## config.mk

```make
export PLATFORM = sky130hd
export DESIGN_NAME = rgb_led_blink_controller_core_flat
export DESIGN_NICKNAME = d
export VERILOG_FILES = /design/src/rtl/rlbc_pkg.sv /design/src/rtl/rlbc_in_if.sv /design/src/rtl/rlbc_out_if.sv /design/src/rtl/rlbc_in_reg.sv /design/src/rtl/rlbc_engine.sv /design/src/rtl/rlbc_out_reg.sv /design/src/rtl/rgb_led_blink_controller_core.sv /design/src/flat_wrapper.sv
export SDC_FILE = /design/constraint.sdc
export NUM_CORES = 1
export LEC_CHECK = 0
export CORE_ASPECT_RATIO = 1.75
export CORE_MARGIN = 1.5
export CORE_UTILIZATION = 35
export DETAILED_ROUTE_END_ITERATION = 12
export DONT_BUFFER_PORTS = 1
export GPL_TIMING_DRIVEN = 0
export MAX_ROUTING_LAYER = met4
export PLACE_DENSITY = 0.56
export SETUP_SLACK_MARGIN = 0.05
export SYNTH_ARGS = -nofsm -noshare
export SYNTH_HDL_FRONTEND = slang
export SYNTH_SLANG_ARGS = --single-unit
export TNS_END_PERCENT = 100
```

## constraint.sdc

```tcl
create_clock -name clk_i -period 13.7 [get_ports clk_i]
set_clock_uncertainty 0.05 [all_clocks]
set_input_delay 1.37 -clock clk_i [delete_from_list [all_inputs] [get_ports clk_i]]
set_output_delay 1.37 -clock clk_i [all_outputs]
set_load 0.02 [all_outputs]
```

## src/rtl/rlbc_pkg.sv

```systemverilog
`default_nettype none

package rlbc_pkg;

  localparam logic [1:0] OP_TICK = 2'd0;
  localparam logic [1:0] OP_SET  = 2'd1;
  localparam logic [1:0] OP_GET  = 2'd2;

  localparam logic [7:0] CMD_POWER  = 8'h01;
  localparam logic [7:0] CMD_COLOUR = 8'h02;
  localparam logic [7:0] CMD_LEVELS = 8'h03;
  localparam logic [7:0] CMD_BLINK  = 8'h04;

  localparam logic [1:0] ST_OK      = 2'd0;
  localparam logic [1:0] ST_ERROR   = 2'd1;
  localparam logic [1:0] ST_INVALID = 2'd2;

  localparam logic [7:0] NUM_COLOURS = 8'h08;
  localparam int unsigned TickMs = 10;

  // Scale factors for the blink compares, which avoid any division at run time.
  localparam logic [27:0] ON_SCALE  = 28'(255 * TickMs);
  localparam logic [27:0] ON_OFFSET = 28'(255 * (TickMs / 2));
  localparam logic [19:0] LIM_SCALE = 20'(TickMs);
  localparam logic [19:0] LIM_BIAS  = 20'(TickMs - 1);

  typedef struct packed {
    logic [1:0] op;
    logic [7:0] cmd;
    logic [7:0] arg0;
    logic [7:0] arg1;
    logic [7:0] arg2;
    logic [1:0] arg_count;
  } in_item_t;

  typedef struct packed {
    logic [1:0] status;
    logic [1:0] reply_length;
    logic [7:0] reply0;
    logic [7:0] reply1;
    logic [7:0] reply2;
    logic [7:0] red_drive;
    logic [7:0] green_drive;
    logic [7:0] blue_drive;
  } out_item_t;

  typedef struct packed {
    logic     valid;
    in_item_t item;
  } in_stage_t;

  typedef struct packed {
    logic      advance;
    out_item_t result;
  } res_stage_t;

  function automatic logic [23:0] colour_rgb(input logic [2:0] idx);
    logic [23:0] rgb;
    unique case (idx)
      3'd0: rgb = 24'h000000;
      3'd1: rgb = 24'hFF0000;
      3'd2: rgb = 24'hFFFF00;
      3'd3: rgb = 24'h00FF00;
      3'd4: rgb = 24'h00FFFF;
      3'd5: rgb = 24'h0000FF;
      3'd6: rgb = 24'hFF00FF;
      3'd7: rgb = 24'hFFFFFF;
      default: rgb = 24'h000000;
    endcase
    return rgb;
  endfunction

  function automatic logic [7:0] drive_level(input logic cathode, input logic shown,
                                             input logic [7:0] level);
    logic [7:0] drv;
    if (cathode) begin
      drv = shown ? level : 8'h00;
    end else begin
      drv = shown ? ~level : 8'hFF;
    end
    return drv;
  endfunction

endpackage

`default_nettype wire

```

## src/rtl/rlbc_in_if.sv

```systemverilog
`default_nettype none

interface rlbc_in_if;
  logic       valid;
  logic       ready;
  logic [1:0] op;
  logic [7:0] cmd;
  logic [7:0] arg0;
  logic [7:0] arg1;
  logic [7:0] arg2;
  logic [1:0] arg_count;

  modport source(output valid, op, cmd, arg0, arg1, arg2, arg_count, input ready);
  modport sink(input valid, op, cmd, arg0, arg1, arg2, arg_count, output ready);
endinterface

`default_nettype wire

```

## src/rtl/rlbc_out_if.sv

```systemverilog
`default_nettype none

interface rlbc_out_if;
  logic       valid;
  logic       ready;
  logic [1:0] status;
  logic [1:0] reply_length;
  logic [7:0] reply0;
  logic [7:0] reply1;
  logic [7:0] reply2;
  logic [7:0] red_drive;
  logic [7:0] green_drive;
  logic [7:0] blue_drive;

  modport source(output valid, status, reply_length, reply0, reply1, reply2,
                 red_drive, green_drive, blue_drive, input ready);
  modport sink(input valid, status, reply_length, reply0, reply1, reply2,
               red_drive, green_drive, blue_drive, output ready);
endinterface

`default_nettype wire

```

## src/rtl/rlbc_in_reg.sv

```systemverilog
`default_nettype none

module rlbc_in_reg (
  input  wire logic              clk_i,
  input  wire logic              rst_ni,
  rlbc_in_if.sink                in_i,
  input  wire logic              advance_i,
  output rlbc_pkg::in_stage_t    stage_o
);

  logic               valid_q;
  logic               valid_d;
  rlbc_pkg::in_item_t item_q;
  logic               ready;

  assign ready = !valid_q || advance_i;
  assign in_i.ready = ready;

  always_comb begin
    valid_d = valid_q;
    if (ready) begin
      valid_d = in_i.valid;
    end
  end

  always_ff @(posedge clk_i or negedge rst_ni) begin
    if (!rst_ni) begin
      valid_q <= 1'b0;
    end else begin
      valid_q <= valid_d;
    end
  end

  always_ff @(posedge clk_i) begin
    if (ready && in_i.valid) begin
      item_q <= '{op: in_i.op, cmd: in_i.cmd, arg0: in_i.arg0, arg1: in_i.arg1,
                  arg2: in_i.arg2, arg_count: in_i.arg_count};
    end
  end

  assign stage_o = '{valid: valid_q, item: item_q};

endmodule

`default_nettype wire

```

## src/rtl/rlbc_engine.sv

```systemverilog
`default_nettype none

module rlbc_engine (
  input  wire logic              clk_i,
  input  wire logic              rst_ni,
  input  wire logic              cfg_we_i,
  input  wire logic              cfg_data_i,
  input  rlbc_pkg::in_stage_t    stage_i,
  input  wire logic              can_take_i,
  output rlbc_pkg::res_stage_t   res_o
);

  logic        cathode_q;
  logic        power_q, power_d;
  logic [7:0]  red_q, red_d;
  logic [7:0]  green_q, green_d;
  logic [7:0]  blue_q, blue_d;
  logic [15:0] period_q, period_d;
  logic [7:0]  duty_q, duty_d;
  logic [23:0] product_q, product_d;
  logic [15:0] tick_q, tick_d;
  logic        phase_q, phase_d;
  logic        shown_q, shown_d;

  logic                advance;
  rlbc_pkg::in_item_t  it;
  rlbc_pkg::out_item_t res;
  logic                on_window;
  logic [15:0]         tick_next;
  logic                wrap;
  logic [2:0]          match_idx;
  logic [23:0]         colour;

  assign it = stage_i.item;
  assign advance = stage_i.valid && can_take_i;

  // The LED is lit while 255*TickMs*t + 255*(TickMs/2) <= period*duty.
  assign on_window = ({12'b0, tick_q} * rlbc_pkg::ON_SCALE + rlbc_pkg::ON_OFFSET)
                     <= {4'b0, product_q};
  assign tick_next = tick_q + 16'd1;
  assign wrap = ({4'b0, tick_next} * rlbc_pkg::LIM_SCALE + rlbc_pkg::LIM_BIAS)
                >= {4'b0, period_q};
  assign colour = rlbc_pkg::colour_rgb(it.arg0[2:0]);

  always_comb begin
    match_idx = 3'd0;
    for (int k = 7; k >= 0; k--) begin
      if ({red_q, green_q, blue_q} == rlbc_pkg::colour_rgb(3'(k))) begin
        match_idx = 3'(k);
      end
    end
  end

  always_comb begin
    power_d   = power_q;
    red_d     = red_q;
    green_d   = green_q;
    blue_d    = blue_q;
    period_d  = period_q;
    duty_d    = duty_q;
    product_d = product_q;
    tick_d    = tick_q;
    phase_d   = phase_q;
    shown_d   = shown_q;
    res       = '0;
    res.status = rlbc_pkg::ST_OK;

    unique case (it.op)
      rlbc_pkg::OP_TICK: begin
        if (power_q) begin
          if (on_window && !phase_q) begin
            phase_d = 1'b1;
            shown_d = 1'b1;
          end else if (!on_window && phase_q) begin
            phase_d = 1'b0;
            shown_d = 1'b0;
          end
          tick_d = wrap ? 16'd0 : tick_next;
        end
      end
      rlbc_pkg::OP_SET: begin
        unique case (it.cmd)
          rlbc_pkg::CMD_POWER: begin
            if (it.arg_count != 2'd1) begin
              res.status = rlbc_pkg::ST_INVALID;
            end else begin
              power_d = |it.arg0;
            end
          end
          rlbc_pkg::CMD_COLOUR: begin
            if (it.arg_count != 2'd1) begin
              res.status = rlbc_pkg::ST_INVALID;
            end else if (it.arg0 >= rlbc_pkg::NUM_COLOURS) begin
              res.status = rlbc_pkg::ST_ERROR;
            end else begin
              red_d   = colour[23:16];
              green_d = colour[15:8];
              blue_d  = colour[7:0];
            end
          end
          rlbc_pkg::CMD_LEVELS: begin
            if (it.arg_count != 2'd3) begin
              res.status = rlbc_pkg::ST_INVALID;
            end else begin
              red_d   = it.arg0;
              green_d = it.arg1;
              blue_d  = it.arg2;
            end
          end
          rlbc_pkg::CMD_BLINK: begin
            if (it.arg_count != 2'd3) begin
              res.status = rlbc_pkg::ST_INVALID;
            end else begin
              period_d  = {it.arg0, it.arg1};
              duty_d    = it.arg2;
              product_d = {it.arg0, it.arg1} * {16'b0, it.arg2};
            end
          end
          default: res.status = rlbc_pkg::ST_INVALID;
        endcase
        if (res.status == rlbc_pkg::ST_OK) begin
          shown_d = power_d;
        end
      end
      rlbc_pkg::OP_GET: begin
        unique case (it.cmd)
          rlbc_pkg::CMD_POWER: begin
            res.reply_length = 2'd1;
            res.reply0       = {7'b0, power_q};
          end
          rlbc_pkg::CMD_COLOUR: begin
            res.reply_length = 2'd1;
            res.reply0       = {5'b0, match_idx};
          end
          rlbc_pkg::CMD_LEVELS: begin
            res.reply_length = 2'd3;
            res.reply0       = red_q;
            res.reply1       = green_q;
            res.reply2       = blue_q;
          end
          rlbc_pkg::CMD_BLINK: begin
            res.reply_length = 2'd3;
            res.reply0       = period_q[7:0];
            res.reply1       = period_q[15:8];
            res.reply2       = duty_q;
          end
          default: res.status = rlbc_pkg::ST_INVALID;
        endcase
      end
      default: res.status = rlbc_pkg::ST_INVALID;
    endcase

    res.red_drive   = rlbc_pkg::drive_level(cathode_q, shown_d, red_d);
    res.green_drive = rlbc_pkg::drive_level(cathode_q, shown_d, green_d);
    res.blue_drive  = rlbc_pkg::drive_level(cathode_q, shown_d, blue_d);
  end

  always_ff @(posedge clk_i or negedge rst_ni) begin
    if (!rst_ni) begin
      cathode_q <= 1'b1;
    end else if (cfg_we_i) begin
      cathode_q <= cfg_data_i;
    end
  end

  always_ff @(posedge clk_i or negedge rst_ni) begin
    if (!rst_ni) begin
      power_q   <= 1'b0;
      red_q     <= '0;
      green_q   <= '0;
      blue_q    <= '0;
      period_q  <= '0;
      duty_q    <= '0;
      product_q <= '0;
      tick_q    <= '0;
      phase_q   <= 1'b0;
      shown_q   <= 1'b0;
    end else if (advance) begin
      power_q   <= power_d;
      red_q     <= red_d;
      green_q   <= green_d;
      blue_q    <= blue_d;
      period_q  <= period_d;
      duty_q    <= duty_d;
      product_q <= product_d;
      tick_q    <= tick_d;
      phase_q   <= phase_d;
      shown_q   <= shown_d;
    end
  end

  assign res_o = '{advance: advance, result: res};

endmodule

`default_nettype wire

```

## src/rtl/rlbc_out_reg.sv

```systemverilog
`default_nettype none

module rlbc_out_reg (
  input  wire logic              clk_i,
  input  wire logic              rst_ni,
  input  rlbc_pkg::res_stage_t   res_i,
  output logic                   can_take_o,
  rlbc_out_if.source             out_o
);

  logic                valid_q;
  logic                valid_d;
  rlbc_pkg::out_item_t item_q;

  assign can_take_o = !valid_q || out_o.ready;

  always_comb begin
    valid_d = valid_q;
    if (can_take_o) begin
      valid_d = res_i.advance;
    end
  end

  always_ff @(posedge clk_i or negedge rst_ni) begin
    if (!rst_ni) begin
      valid_q <= 1'b0;
    end else begin
      valid_q <= valid_d;
    end
  end

  always_ff @(posedge clk_i) begin
    if (res_i.advance) begin
      item_q <= res_i.result;
    end
  end

  assign out_o.valid        = valid_q;
  assign out_o.status       = item_q.status;
  assign out_o.reply_length = item_q.reply_length;
  assign out_o.reply0       = item_q.reply0;
  assign out_o.reply1       = item_q.reply1;
  assign out_o.reply2       = item_q.reply2;
  assign out_o.red_drive    = item_q.red_drive;
  assign out_o.green_drive  = item_q.green_drive;
  assign out_o.blue_drive   = item_q.blue_drive;

endmodule

`default_nettype wire

```

## src/rtl/rgb_led_blink_controller_core.sv

```systemverilog
// RGB LED controller with blinking: takes one tick, set or get item per clock and returns
// one result per item, passed through an input register and then the result register. The
// rate of one item per cycle is held as long as results are taken; in_i.ready follows
// out_o.ready combinationally through the single engine stage, so a stalled result holds
// the input register and the item behind it. Each result carries the status, the reply
// bytes of a get, and the drive levels after the item, inverted when common_cathode is
// written 0. Write the common_cathode register only while no transfer is in flight.

`default_nettype none

module rgb_led_blink_controller_core (
  input  wire logic  clk_i,
  input  wire logic  rst_ni,
  input  wire logic  cfg_we_i,
  input  wire logic  cfg_data_i,
  rlbc_in_if.sink    in_i,
  rlbc_out_if.source out_o
);

  rlbc_pkg::in_stage_t  in_stage;
  rlbc_pkg::res_stage_t res_stage;
  logic                 can_take;

  rlbc_in_reg u_in_reg (
    .clk_i     (clk_i),
    .rst_ni    (rst_ni),
    .in_i      (in_i),
    .advance_i (res_stage.advance),
    .stage_o   (in_stage)
  );

  rlbc_engine u_engine (
    .clk_i      (clk_i),
    .rst_ni     (rst_ni),
    .cfg_we_i   (cfg_we_i),
    .cfg_data_i (cfg_data_i),
    .stage_i    (in_stage),
    .can_take_i (can_take),
    .res_o      (res_stage)
  );

  rlbc_out_reg u_out_reg (
    .clk_i      (clk_i),
    .rst_ni     (rst_ni),
    .res_i      (res_stage),
    .can_take_o (can_take),
    .out_o      (out_o)
  );

  a_ready_when_empty : assert property (@(posedge clk_i) disable iff (!rst_ni)
    !in_stage.valid |-> in_i.ready)
    else $error("Input side not ready while its register is empty.");

  a_no_advance_on_stall : assert property (@(posedge clk_i) disable iff (!rst_ni)
    (out_o.valid && !out_o.ready) |-> !res_stage.advance)
    else $error("Engine advanced while the result register was stalled.");

  a_transfer_reaches_output : assert property (@(posedge clk_i) disable iff (!rst_ni)
    res_stage.advance |=> out_o.valid)
    else $error("Processed item did not reach the result register.");

  a_reply_only_when_ok : assert property (@(posedge clk_i) disable iff (!rst_ni)
    out_o.valid |-> (out_o.reply_length == 2'd0 || out_o.status == rlbc_pkg::ST_OK))
    else $error("Reply bytes reported with a failing status.");

endmodule

`default_nettype wire

```

## src/flat_wrapper.sv

```systemverilog
// flat-port wrapper written by rule: the top's interface ports become plain ports
module rgb_led_blink_controller_core_flat 
  (clk_i, rst_ni, cfg_we_i, cfg_data_i, in_i_valid, in_i_op, in_i_cmd, in_i_arg0, in_i_arg1, in_i_arg2, in_i_arg_count, in_i_ready, out_o_valid, out_o_status, out_o_reply_length, out_o_reply0, out_o_reply1, out_o_reply2, out_o_red_drive, out_o_green_drive, out_o_blue_drive, out_o_ready);
  rlbc_in_if in_i_i ();
  rlbc_out_if out_o_i ();
  input  wire logic clk_i;
  input  wire logic rst_ni;
  input  wire logic cfg_we_i;
  input  wire logic cfg_data_i;
  input wire logic [$bits(in_i_i.valid)-1:0] in_i_valid;
  input wire logic [$bits(in_i_i.op)-1:0] in_i_op;
  input wire logic [$bits(in_i_i.cmd)-1:0] in_i_cmd;
  input wire logic [$bits(in_i_i.arg0)-1:0] in_i_arg0;
  input wire logic [$bits(in_i_i.arg1)-1:0] in_i_arg1;
  input wire logic [$bits(in_i_i.arg2)-1:0] in_i_arg2;
  input wire logic [$bits(in_i_i.arg_count)-1:0] in_i_arg_count;
  output wire logic [$bits(in_i_i.ready)-1:0] in_i_ready;
  output wire logic [$bits(out_o_i.valid)-1:0] out_o_valid;
  output wire logic [$bits(out_o_i.status)-1:0] out_o_status;
  output wire logic [$bits(out_o_i.reply_length)-1:0] out_o_reply_length;
  output wire logic [$bits(out_o_i.reply0)-1:0] out_o_reply0;
  output wire logic [$bits(out_o_i.reply1)-1:0] out_o_reply1;
  output wire logic [$bits(out_o_i.reply2)-1:0] out_o_reply2;
  output wire logic [$bits(out_o_i.red_drive)-1:0] out_o_red_drive;
  output wire logic [$bits(out_o_i.green_drive)-1:0] out_o_green_drive;
  output wire logic [$bits(out_o_i.blue_drive)-1:0] out_o_blue_drive;
  input wire logic [$bits(out_o_i.ready)-1:0] out_o_ready;
  assign in_i_i.valid = in_i_valid;
  assign in_i_i.op = in_i_op;
  assign in_i_i.cmd = in_i_cmd;
  assign in_i_i.arg0 = in_i_arg0;
  assign in_i_i.arg1 = in_i_arg1;
  assign in_i_i.arg2 = in_i_arg2;
  assign in_i_i.arg_count = in_i_arg_count;
  assign in_i_ready = in_i_i.ready;
  assign out_o_valid = out_o_i.valid;
  assign out_o_status = out_o_i.status;
  assign out_o_reply_length = out_o_i.reply_length;
  assign out_o_reply0 = out_o_i.reply0;
  assign out_o_reply1 = out_o_i.reply1;
  assign out_o_reply2 = out_o_i.reply2;
  assign out_o_red_drive = out_o_i.red_drive;
  assign out_o_green_drive = out_o_i.green_drive;
  assign out_o_blue_drive = out_o_i.blue_drive;
  assign out_o_i.ready = out_o_ready;
  rgb_led_blink_controller_core u_core (.clk_i(clk_i), .rst_ni(rst_ni), .cfg_we_i(cfg_we_i), .cfg_data_i(cfg_data_i), .in_i(in_i_i), .out_o(out_o_i));
endmodule
```

# Word-level counts from Yosys, hierarchy flattened
# Memory sizes are Yosys's and may differ from the RTL's. A register that Yosys moved wholly into a read port is not among the register bits.
# Cells that the tools add are included.
[totals] rom_bits=192 reg_bits=182 memories=1
[op_classes] muxes=53 multipliers=3 n_addsub=3 n_eq_ne=15 n_bitwise=4 reduce_logical=21 n_lt_le_gt_ge=3
[memory_table] memory="(no name shown)" depth=8 width=24 read_ports=1 rd_ports_with_merged_regs=1 wr=0 line="rlbc_pkg.sv:59" text="unique case (idx)"
[ops] operator="2-to-1 mux 8 bit" count=21
[ops] operator="equality test 24 bit, second input constant" count=4
[ops] operator="equality test 24 x 16 -> 1 bit, second input constant" count=2
[ops] operator="case mux 8 bit (2 select lines)" count=3
[ops] operator="case mux 10 bit (4 select lines)" count=1
[ops] operator="case mux 16 bit (2 select lines)" count=1
[ops] operator="adder 28 x 11 -> 28 bit, second input constant" count=1
[ops] operator="<= comparator 28 x 24 -> 1 bit" count=1
[ops] operator="multiplier 16 x 11 -> 27 bit, second input constant" count=1
[ops] operator="2-to-1 mux 3 bit" count=9
[ops] operator="equality test 24 x 8 -> 1 bit, second input constant" count=1
[ops] operator="logical NOT 24 bit" count=1
[ops] operator="multiplier 16 x 8 -> 24 bit" count=1
[ops] operator="NOT 8 bit" count=3
[ops] operator="adder 20 x 4 -> 20 bit, second input constant" count=1
[ops] operator="greater-or-equal comparator 20 x 16 -> 1 bit" count=1
[ops] operator="multiplier 16 x 3 -> 19 bit, second input constant" count=1
[ops] operator="adder 16 x 1 -> 16 bit, second input constant" count=1
[ops] operator="equality test 8 x 2 -> 1 bit, second input constant" count=2
[ops] operator="2-to-1 mux 16 bit" count=1
[ops] operator="case mux 2 bit (3 select lines)" count=2
[ops] operator="2-to-1 mux 2 bit" count=5
[ops] operator="2-to-1 mux 1 bit" count=9
[ops] operator="equality test 8 x 1 -> 1 bit, second input constant" count=1
[ops] operator="19 further kinds" count=28

# Depth between registers and ports, before layout
# Gate-level depths: netlist of run 1.
[logic_depth] ltp_word=11 depth_mapped=34 mapped_depth_nobuf=32

# Cells and area by module
# A second synthesis of run 1 with hierarchy kept.
[hier_totals] cells_unflattened=1926 hier_area_um2=18539.0
[modules_own_cells] mod="rlbc_engine" cells_each=1830 area_each_um2=15787.6 n_inst=1
[modules_own_cells] mod="rlbc_out_reg" cells_each=55 area_each_um2=1609.0 n_inst=1
[modules_own_cells] mod="rlbc_in_reg" cells_each=41 area_each_um2=1142.3 n_inst=1

# Worst setup path before layout of run 1
# Ideal clock, no wire load.
[synth_path] kind="register to register" startpoint="reg u_core.u_engine.tick_q[6]" endpoint="reg u_core.u_out_reg.item_q, in the netlist u_core.u_out_reg.out_o.blue_drive[2], data pin" t_arrival_ns=7.428 path_stages_with_launch=35 setup_slack_ns=5.946 setup_ns=0.276 required_ns=13.374 cell_sequence="dfrtp_1 fa_1 inv_1 fa_1 inv_1 fa_1 fa_1 inv_1 fa_1 inv_1 ha_1 buf_2 a21oi_1 o21ai_1 a21oi_1 nand2_1 xnor2_1 or3b_4 nor4b_2 nand2_1 xnor2_1 ha_1 a21o_1 a21o_1 a21oi_1 o211ai_1 a21oi_1 o221ai_1 ha_1 nand3b_1 a221oi_1 a221o_1 clkbuf_1 nor2_1 xnor2_1"
[synth_lines] item="start: declaration" line="rlbc_engine.sv:21" text="logic [15:0] tick_q, tick_d;"
[synth_lines] item="start signal: assignment" line="rlbc_engine.sv:186" text="tick_q <= tick_d;"
[synth_lines] item="end signal: assignment" line="rlbc_out_reg.sv:34" text="item_q <= res_i.result;"
[synth_lines] item="end: declaration" line="rlbc_out_reg.sv:13" text="rlbc_pkg::out_item_t item_q;"

==> results.tsv, run 1 <==
stage	metric	value	unit
status	outcome	finished, final reports clean	
routing	detail_route.iter0.violations	720	
global_route	grt_pass1_vias	14900	
synth	synth_top_family_by_area	adder cells	
floorplanning	die_w	177	um
clocking	tritoncts	done	
global_route	grt_overflow	0	
clocking	clkTransAtPathRegs	0.08	ns
clocking	cts_hold_buffers	0	
synth	ys_ff_latch	185	
sta	max-slew-margin-rel	33.2	%
clocking	cts_resized	0	
routing	drt_wl_total	49.2	mm
synth	synth_mux_area_share	2.41	%
final_layout	finalNetCount	2372	
critical_path	crit_end	u_core.u_out_reg.out_o.red_drive[1]	
final_layout	mostFrequentLayoutCells	inv_1 (282), nand2_1 (189), ha_1 (189)	
sta	rsz0062_at_grt	false	
clocking	cts_max_level	4	
critical_path	rrSetupSlack	4.39	ns
clocking	clockBufferDepth	2	
critical_path	worstPathMaxFanout	10	
synth	syn_area_per_cell	9.46	um2
critical_path	cp-start-kind	flop	
sta	fmaxAchievable	107	MHz
floorplanning	die_y	307	um
sta	tightest_slew	1.00	ns
synth	syn-num-nets	2351	
critical_path	r2r_start	u_core.u_engine.tick_q[10]	
pwr	power_density	148	nW/um2
critical_path	cp-end-kind	flop	
critical_path	r2r_end	u_core.u_out_reg.out_o.red_drive[1]	
sta	fin_hold_ws	0.429	ns
pwr	leakage	8.73	nW
clocking	postCtsSetupRepairBufs	0	
routing	dr.pass1.iters	5	
global_route	grt_pass1_wl	79.3	mm
final_layout	fillers	5218	
min_path	hold_class	flop to flop	
flow_run	drv_cap	0	
floorplanning	dieArea	54300	um2
synth	synth_edf_count	88	
sta	finalSetupViolations	0	
synth	syn_inst	1956	
synth	synthSimpleGateAreaFrac	14.6	%
floorplanning	io_pins	96	
clocking	root_buffer	clkbuf_16	
critical_path	worst_ep_required_time	13.82	ns
routing	vias	13900	
sta	fin_setup_tns	0	ns
placed_design	port_buffers	0	
global_route	antenna_found_initial	0	
critical_path	cp-startpoint	u_core.u_engine.tick_q[10]	
placed_design	gp_congestion	0.956	
floorplanning	initial_core_util	35.3	%
synth	synth_compound_area_share	12.3	%
routing	routedWlPerCell	18.4	um
sta	hold_viol_final	0	
final_layout	insertedDiodeCount	0	
sta	timing.final.max_slew_violations	0	
placed_design	hpwl	40.7	mm
global_route	grt_max_degree	95	
clocking	clk-insertion-delay-late	0.46	ns
critical_path	r2r_cells	32	
sta	finalCritPeriodShare	68.0	%
synth	ys_types	77	
critical_path	max_stage_delay	0.66	ns
sta	period_minus_slack	9.31	ns
synth	synth_fa_ha_area_share	30.5	%
global_route	grtUsageTotal	19.5	%
routing	vias_per_cell	5.21	
routing	postRouteAntennaNets	0	
synth	synth_flop_cell	dfrtp_1	
clocking	numCtsBuffers	17	
critical_path	critical_path_class	flop to flop	
critical_path	critPathSlowestCell	dfrtp_1	
final_layout	drive_gt1_share	4.37	%
synth	mappedNetlistArea	18500	um2
synth	yosysSeqAreaShare	27.3	%
final_layout	final_common_cell	inv_1	
synth	synthXorXnorAreaFrac	5.59	%
synth	ys_warn_count	0	
clocking	cts.sinks	185	
floorplanning	coreArea	52400	um2
floorplanning	rows	111	
synth	synthArstFlopShare	50.8	%
routing	drc	0	
critical_path	worstPathArrival	9.44	ns
pwr	ir_drop	0.128	mV
final_layout	areaGrowthSynthToFinish	8.01	%
[registers in the layout, indices dropped and copies added (netlist names), 2 cells and up]
name / count
u_core.u_engine.tick_q: 16
u_core.u_engine.product_q: 24
u_core.u_out_reg.out_o.status: 2
u_core.u_engine.blue_q: 8
u_core.u_engine.green_q: 8
u_core.u_out_reg.out_o.reply0: 8
u_core.u_out_reg.out_o.reply_length: 2
u_core.u_engine.red_q: 8
u_core.u_engine.period_q: 16
u_core.u_out_reg.out_o.red_drive: 8
u_core.u_engine.duty_q: 8
u_core.u_in_reg.stage_o: 36
u_core.u_out_reg.out_o.reply1: 8
u_core.u_out_reg.out_o.reply2: 8
u_core.u_engine.colour: 3
u_core.u_out_reg.out_o.green_drive: 8
u_core.u_out_reg.out_o.blue_drive: 8
[cell type report]
type                            count  area, um2  area share, %
Tap cell                          678        848           4.25
Sequential cell                   185       5060           25.3
Timing Repair Buffer                2       47.5          0.238
Multi-Input combinational cell   1416      12100           60.6
Clock inverter                     14        156          0.783
Clock buffer                       18        429           2.15
Buffer                             72        274           1.37
Inverter                          283       1060           5.32
[stage by stage]
stage / instances / power (W) / util (%) / setup WS, ns / area (um2)
detailed placement: 2635 / 0.00247 / 37.0 / 4.36 / 19400
global route: 2668 / 0.00327 / 38.2 / 3.75 / 20000
finish: 2668 / 0.00297 / 38.2 / 4.39 / 20000
CTS: 2667 / 0.00299 / 38.1 / 4.26 / 20000
floorplan: 1956 / 0.00210 / - / 5.95 / 18500
global placement: 2634 / 0.00243 / 37.0 / 4.38 / 19300
[routing by layer]
layer	track usage, %	vias to the layer above	wire [um]
li1	-	6603	-
met2	36.7	336	27500
met4	11.5	0	3050
met1	18.9	6843	17300
met5	-	-	0
met3	2.18	130	1410
[critical path: cells and delay by family (launching register included)]
| family | cells | cell delay (ns) |
|---|---|---|
| buf+inv | 6 | 0.86 |
| flops | 1 | 0.66 |
| fa+ha+maj | 8 | 3.33 |
| simple gates | 8 | 1.70 |
| compound gates | 7 | 1.90 |
| xor+xnor | 3 | 0.52 |
[power breakdown]
group	total [W]	switching [W]	leakage [nW]	internal, W
combinational	0.00181	0.00104	6.31	0.000778
clock	0.000502	0.000243	0.290	0.000259
sequential	0.000651	0.0000373	2.14	0.000613
[synth_stat cells, types with 32 or more instances]
cell type  instances  share of area [%]
a21o_1            32                1.3
a21oi_1           93                2.5
a22oi_1           34                1.4
and2_1            72                2.4
clkbuf_1          66                1.3
dfrtp_1           93                 13
edfxtp_1          88                 14
fa_1             164                 18
ha_1             189                 13
inv_1            283                5.7
nand2_1          189                3.8
nor2_1           124                2.5
o21ai_0           87                2.4
xnor2_1           80                3.8
xor2_1            38                1.8
[how the worst min path moves through the flow]
stage                             startpoint                            end  slack (ns)  depth (start not counted)
3_3_place_gp    u_core.u_engine.product_q[6]   u_core.u_engine.product_q[6]        0.41                          2
3_5_place_dp   u_core.u_engine.product_q[14]  u_core.u_engine.product_q[14]        0.42                          1
6_report       u_core.u_engine.product_q[14]  u_core.u_engine.product_q[14]        0.43                          1
2_1_floorplan  u_core.u_engine.product_q[14]  u_core.u_engine.product_q[14]        0.40                          1
4_1_cts        u_core.u_engine.product_q[14]  u_core.u_engine.product_q[14]        0.44                          1
5_1_grt        u_core.u_engine.product_q[14]  u_core.u_engine.product_q[14]        0.45                          1
[logic make-up (layout without fill, tap and decap cells)]
group | Yosys count | in the layout
adders and majority gates | 353 | 353
xor gates and xnor gates | 118 | 118
and+or+nand+nor | 550 | 550
muxes | 41 | 41
buffers and inverters | 355 | 389
AOI/OAI and AO/OA | 354 | 354
DFF | 185 | 185
Note: power is estimated with default switching activity, not from simulation.
==> run 2: changes to the inputs <==
Clock period 13.7 ns to 9.3 ns, I/O delays scaled along.
==> run 2 against run 1 <==
Worst hold slack got worse by 0.29 ns. Routed wire length is 0.12% higher. Sequential power increased by 47%. Global-route usage is the same. Flip-flop and latch count stayed put. Total power rose by 49%. Die area unchanged. Via count shrank 0.12%. Sequential share of layout area hardly changed. Clock power increased by 47%. Largest cell class unchanged. Highest routed layer unchanged.
==> results.tsv, run 2 (synthesis results as in run 1) <==
stage	metric	value	unit	change
floorplanning	dieArea	54300	um2	unchanged
sta	period_minus_slack	8.69	ns	-0.619 ns
floorplanning	die_w	177	um	unchanged
clocking	numCtsBuffers	17		unchanged
final_layout	finalNetCount	2374		+0.084%
floorplanning	io_pins	96		unchanged
sta	hold_viol_final	0		unchanged
pwr	ir_drop	0.198	mV	+55%
clocking	cts_max_level	4		unchanged
critical_path	worstPathMaxFanout	10		unchanged
critical_path	critical_path_class	flop to flop		
global_route	grt_pass1_vias	14900		+0.013%
final_layout	drive_gt1_share	5.32	%	+0.95 points
routing	drc	0		unchanged
critical_path	max_stage_delay	0.57	ns	-0.09 ns
routing	vias_per_cell	5.20		-0.20%
critical_path	cp-start-kind	flop		
clocking	clkTransAtPathRegs	0.08	ns	about the same
critical_path	path_buf_inv	6		unchanged
pwr	power_density	220	nW/um2	+48%
sta	fmaxAchievable	115	MHz	+7.1%
floorplanning	initial_core_util	35.3	%	unchanged
routing	drt_wl_total	49.3	mm	+0.12%
routing	postRouteAntennaNets	0		unchanged
flow_run	drv_cap	0		unchanged
global_route	grt_max_degree	95		unchanged
sta	max-slew-margin-rel	33.6	%	+0.38 points
global_route	grt_pass1_wl	79.3	mm	about the same
final_layout	areaGrowthSynthToFinish	8.35	%	
critical_path	critPathSlowestCell	fa_1		
routing	dr.pass1.iters	5		unchanged
placed_design	gp_congestion	0.956		unchanged
clocking	cts.sinks	185		unchanged
clocking	clockBufferDepth	2		unchanged
clocking	root_buffer	clkbuf_16		
critical_path	critPathTopFamily	adder cells		
final_layout	mostFrequentLayoutCells	inv_1 (282), nand2_1 (189), ha_1 (189)		
sta	tightest_slew	0.996	ns	-0.00563 ns
final_layout	fillers	5219		+0.019%
status	outcome	finished, final reports clean		
routing	routedWlPerCell	18.5	um	about the same
critical_path	cp-end-kind	flop		
clocking	tritoncts	done		
clocking	cts_hold_buffers	0		unchanged
floorplanning	die_y	307	um	unchanged
floorplanning	rows	111		unchanged
sta	fin_ws	0.607	ns	-3.78 ns
final_layout	fin_cells	2670		+0.075%
sta	rsz0062_at_grt	false		
placed_design	port_buffers	0		unchanged
floorplanning	coreArea	52400	um2	unchanged
placed_design	dp.cells	2635		unchanged
min_path	hold_class	input port to async pin		
clocking	clk-insertion-delay-late	0.46	ns	about the same
sta	finalCritPeriodShare	93.5	%	+26 points
final_layout	utilization	38.3	%	+0.12 points
final_layout	largest_register_ffs	36		unchanged
placed_design	place_ws	-0.0400	ns	-4.40 ns
routing	detail_route.iter0.violations	683		-5.1%
routing	vias	13900		-0.12%
critical_path	worst_ep_required_time	9.43	ns	-4.39 ns
placed_design	hpwl	40.7	mm	unchanged
pwr	leakage	8.75	nW	+0.23%
global_route	grtUsageTotal	19.5	%	unchanged
final_layout	final_common_cell	inv_1		
critical_path	worstPathArrival	8.82	ns	-0.62 ns
global_route	antenna_found_initial	0		unchanged
sta	finalSetupViolations	0		unchanged
global_route	grt_overflow	0		unchanged
sta	fin_hold_ws	0.135	ns	-0.294 ns
final_layout	insertedDiodeCount	0		unchanged
sta	timing.final.max_slew_violations	0		unchanged
-- run 2: changes by cell type in the layout (fill, tap and decap cells not counted), moves of 3 or more --
cell / delta
dfrtp_1: -8
dfrtp_2: +8
a21oi_1: -3
a21oi_2: +3
-- run 2: report_power, final --
part | total [W] | switching [W] | internal (W)
combinational | 0.00271 | 0.00155 | 0.00116
sequential | 0.000959 | 0.0000550 | 0.000904
clock | 0.000739 | 0.000357 | 0.000382
total | 0.00441 | 0.00196 | 0.00245
-- run 2: layer usage --
layer | vias to the layer above | GRT usage (%) | share of wire, %
li1 | 6604 | - | -
met1 | 6844 | 18.9 | 35
met2 | 318 | 36.6 | 56
met3 | 129 | 2.16 | 2.5
met4 | 0 | 11.6 | 6.4
met5 | - | - | 0
-- run 2: path summary, 6_finish.rpt --
path / slack [ns] / depth (start not counted) / endpoint / startpoint
max: 0.61 / 33 / u_core.u_out_reg.out_o.red_drive[1] / u_core.u_engine.tick_q[0]
min: 0.14 / 0 / u_core.u_engine.product_q[21] / rst_ni
max in group asynchronous: 8.77 / 0 / u_core.u_engine.cathode_q / rst_ni
max reg2reg: 0.61 / 33 / u_core.u_out_reg.out_o.red_drive[1] / u_core.u_engine.tick_q[0]
min in group clk_i: 0.43 / 1 / u_core.u_engine.product_q[14] / u_core.u_engine.product_q[14]
min reg2reg: 0.43 / 1 / u_core.u_engine.product_q[14] / u_core.u_engine.product_q[14]
-- run 2: area by class of cell --
cell class | instances | area (um2) | share of cell area, %
Multi-Input combinational cell | 1416 | 12100 | 60.6
Sequential cell | 185 | 5070 | 25.3
Inverter | 283 | 1060 | 5.30
Tap cell | 678 | 848 | 4.23
Clock buffer | 18 | 429 | 2.14
Buffer | 72 | 279 | 1.39
Clock inverter | 14 | 156 | 0.780
Timing Repair Buffer | 4 | 62.6 | 0.312
-- run 2: per-stage QoR --
stage / setup TNS [ns] / instance area [um2] / total power, W
6_report: 0 / 20000 / 0.00441
5_1_grt: 0 / 20000 / 0.00484
4_1_cts: 0 / 20000 / 0.00443
3_5_place_dp: -0.296 / 19400 / 0.00364
3_3_place_gp: -0.0340 / 19300 / 0.00358
2_1_floorplan: 0 / 18500 / 0.00309
-- run 2: timing repair --
action / CTS / global route
gates resized for setup: 3 / 18
setup endpoints to repair: 19 / 25
setup buffers: 0 / 2
pin swaps: 0 / 0
==> run 3: changes to the inputs <==
Clock period 9.3 ns to 8.3 ns, I/O delays scaled along.
==> run 3 against run 2 <==
Critical path depth unchanged. Via count up 1.5%. Register-to-register slack worse by 0.31 ns. Non-clock buffer count up 36. Largest power group unchanged. Highest routed layer unchanged.
==> results.tsv, run 3 (synthesis results as in run 1) <==
stage	metric	value	unit	change
clocking	cts.sinks	185		unchanged
status	outcome	finished, final reports clean		
final_layout	mostFrequentLayoutCells	inv_1 (278), nand2_1 (186), ha_1 (176)		
pwr	ir_drop	0.238	mV	+20%
flow_run	drv_cap	0		unchanged
routing	vias	14100		+1.5%
clocking	root_buffer	clkbuf_16		
min_path	hold_class	input port to async pin		
final_layout	multi_input_area	12500	um2	+2.6%
routing	postRouteAntennaNets	0		unchanged
pwr	power_density	253	nW/um2	+15%
sta	fmaxAchievable	125	MHz	+8.6%
sta	finalCritPeriodShare	96.4	%	+3.0 points
global_route	grt_max_degree	95		unchanged
sta	period_minus_slack	8.00	ns	-0.689 ns
sta	finalSetupViolations	0		unchanged
final_layout	final-seq-area	5080	um2	+0.27%
global_route	antenna_found_initial	1		+1
critical_path	critPathTopFamily	adder cells		
critical_path	cp-end-kind	flop		
clocking	numCtsBuffers	17		unchanged
sta	fin_setup_tns	0	ns	unchanged
critical_path	critPathSlowestCell	fa_1		
floorplanning	dieArea	54300	um2	unchanged
floorplanning	die_y	307	um	unchanged
critical_path	worstPathMaxFanout	7		-3
critical_path	cp-start-kind	flop		
global_route	grt_pass1_vias	15100		+1.1%
global_route	grtUsageTotal	19.7	%	+0.20 points
sta	rsz0062_at_grt	false		
critical_path	path_buf_inv	5		-1
placed_design	hpwl	40.7	mm	unchanged
pwr	leakage	8.99	nW	+2.7%
critical_path	worst_ep_required_time	8.43	ns	-1.00 ns
routing	vias_per_cell	5.21		+0.15%
placed_design	gp_congestion	0.956		unchanged
routing	dr.pass1.iters	5		unchanged
critical_path	max_stage_delay	0.55	ns	-0.02 ns
floorplanning	die_w	177	um	unchanged
floorplanning	coreArea	52400	um2	unchanged
clocking	cts_max_level	4		unchanged
clocking	clk-insertion-delay-late	0.46	ns	about the same
floorplanning	rows	111		unchanged
final_layout	finalNetCount	2410		+1.5%
final_layout	drive_gt1_share	9.86	%	+4.5 points
sta	tightest_slew	0.967	ns	-0.0290 ns
clocking	clockBufferDepth	2		unchanged
placed_design	place_ws	-1.04	ns	-1.00 ns
routing	routedWlPerCell	18.6	um	+0.64%
clocking	clkTransAtPathRegs	0.08	ns	about the same
placed_design	port_buffers	0		unchanged
final_layout	largest_register_ffs	36		unchanged
final_layout	fillers	5175		-0.84%
routing	drt_wl_total	50.3	mm	+2.0%
final_layout	final_common_cell	inv_1		
sta	hold_viol_final	0		unchanged
sta	max-slew-margin-rel	35.5	%	+1.9 points
final_layout	areaGrowthSynthToFinish	11.9	%	
critical_path	critical_path_class	flop to flop		
routing	drc	0		unchanged
sta	fin_ws	0.296	ns	-0.311 ns
critical_path	worstPathArrival	8.13	ns	-0.69 ns
critical_path	crit_top_cell	inv_1		
floorplanning	initial_core_util	35.3	%	unchanged
clocking	tritoncts	done		
global_route	grt_overflow	0		unchanged
sta	timing.final.max_slew_violations	0		unchanged
final_layout	insertedDiodeCount	0		unchanged
global_route	grt_pass1_wl	80.1	mm	+1.1%
routing	detail_route.iter0.violations	628		-8.1%
floorplanning	io_pins	96		unchanged
[run 3: metal layers]
layer | vias to the layer above | global-route usage [%] | routed length (um)
met2 | 314 | 37.3 | 28100
li1 | 6673 | - | -
met1 | 6988 | 19.1 | 17800
met3 | 129 | 2.13 | 1240
met4 | 0 | 11.2 | 3100
met5 | - | - | 0
[run 3: area by class of cell]
class / instances / area share, %
clock buffer: 18 / 2.07
sequential: 185 / 24.5
multi-input combinational: 1416 / 60.2
timing repair buffer: 41 / 1.71
clock inverter: 14 / 0.756
buffer: 71 / 1.49
tap: 678 / 4.10
inverter: 283 / 5.13
[run 3: repair_timing]
action | 4_1_cts | 5_1_grt
resized for setup | 46 | 63
pin swaps | 13 | 27
hold buffers | 0 | 1
hold endpoints to repair | 0 | 1
setup endpoints to repair | 26 | 25
buffers inserted | 26 | 10
gates cloned | 2 | 0
[run 3: power by group]
group / internal, W / total [W] / switching (W)
Clock: 0.000428 / 0.000830 / 0.000402
Sequential: 0.00101 / 0.00107 / 0.0000599
Combinational: 0.00147 / 0.00333 / 0.00186
Total: 0.00291 / 0.00524 / 0.00232
[run 3: worst paths after layout]
| path | from | to | slack [ns] | depth (start not counted) |
|---|---|---|---|---|
| max in group asynchronous | rst_ni | u_core.u_engine.product_q[22] | 7.45 | 1 |
| min in group clk_i | in_i_arg1[2] | u_core.u_in_reg.stage_o[12] | 0.42 | 0 |
| max | u_core.u_engine.tick_q[4] | u_core.u_out_reg.out_o.blue_drive[2] | 0.30 | 33 |
| min reg2reg | u_core.u_engine.product_q[14] | u_core.u_engine.product_q[14] | 0.43 | 1 |
| min | rst_ni | u_core.u_engine.product_q[21] | 0.04 | 0 |
| max reg2reg | u_core.u_engine.tick_q[4] | u_core.u_out_reg.out_o.blue_drive[2] | 0.30 | 33 |
[run 3: stage by stage]
stage	power (W)	utilization (%)	instance area [um2]	instances	hold slack, ns
finish	0.00524	39.5	20700	2706	0.0399
global placement	0.00401	37.0	19300	2634	0.412
detailed placement	0.00408	37.0	19400	2635	0.418
global route	0.00571	39.5	20700	2706	0.00562
floorplan	0.00346	-	18500	1956	0.400
CTS	0.00508	38.8	20300	2695	0.0110
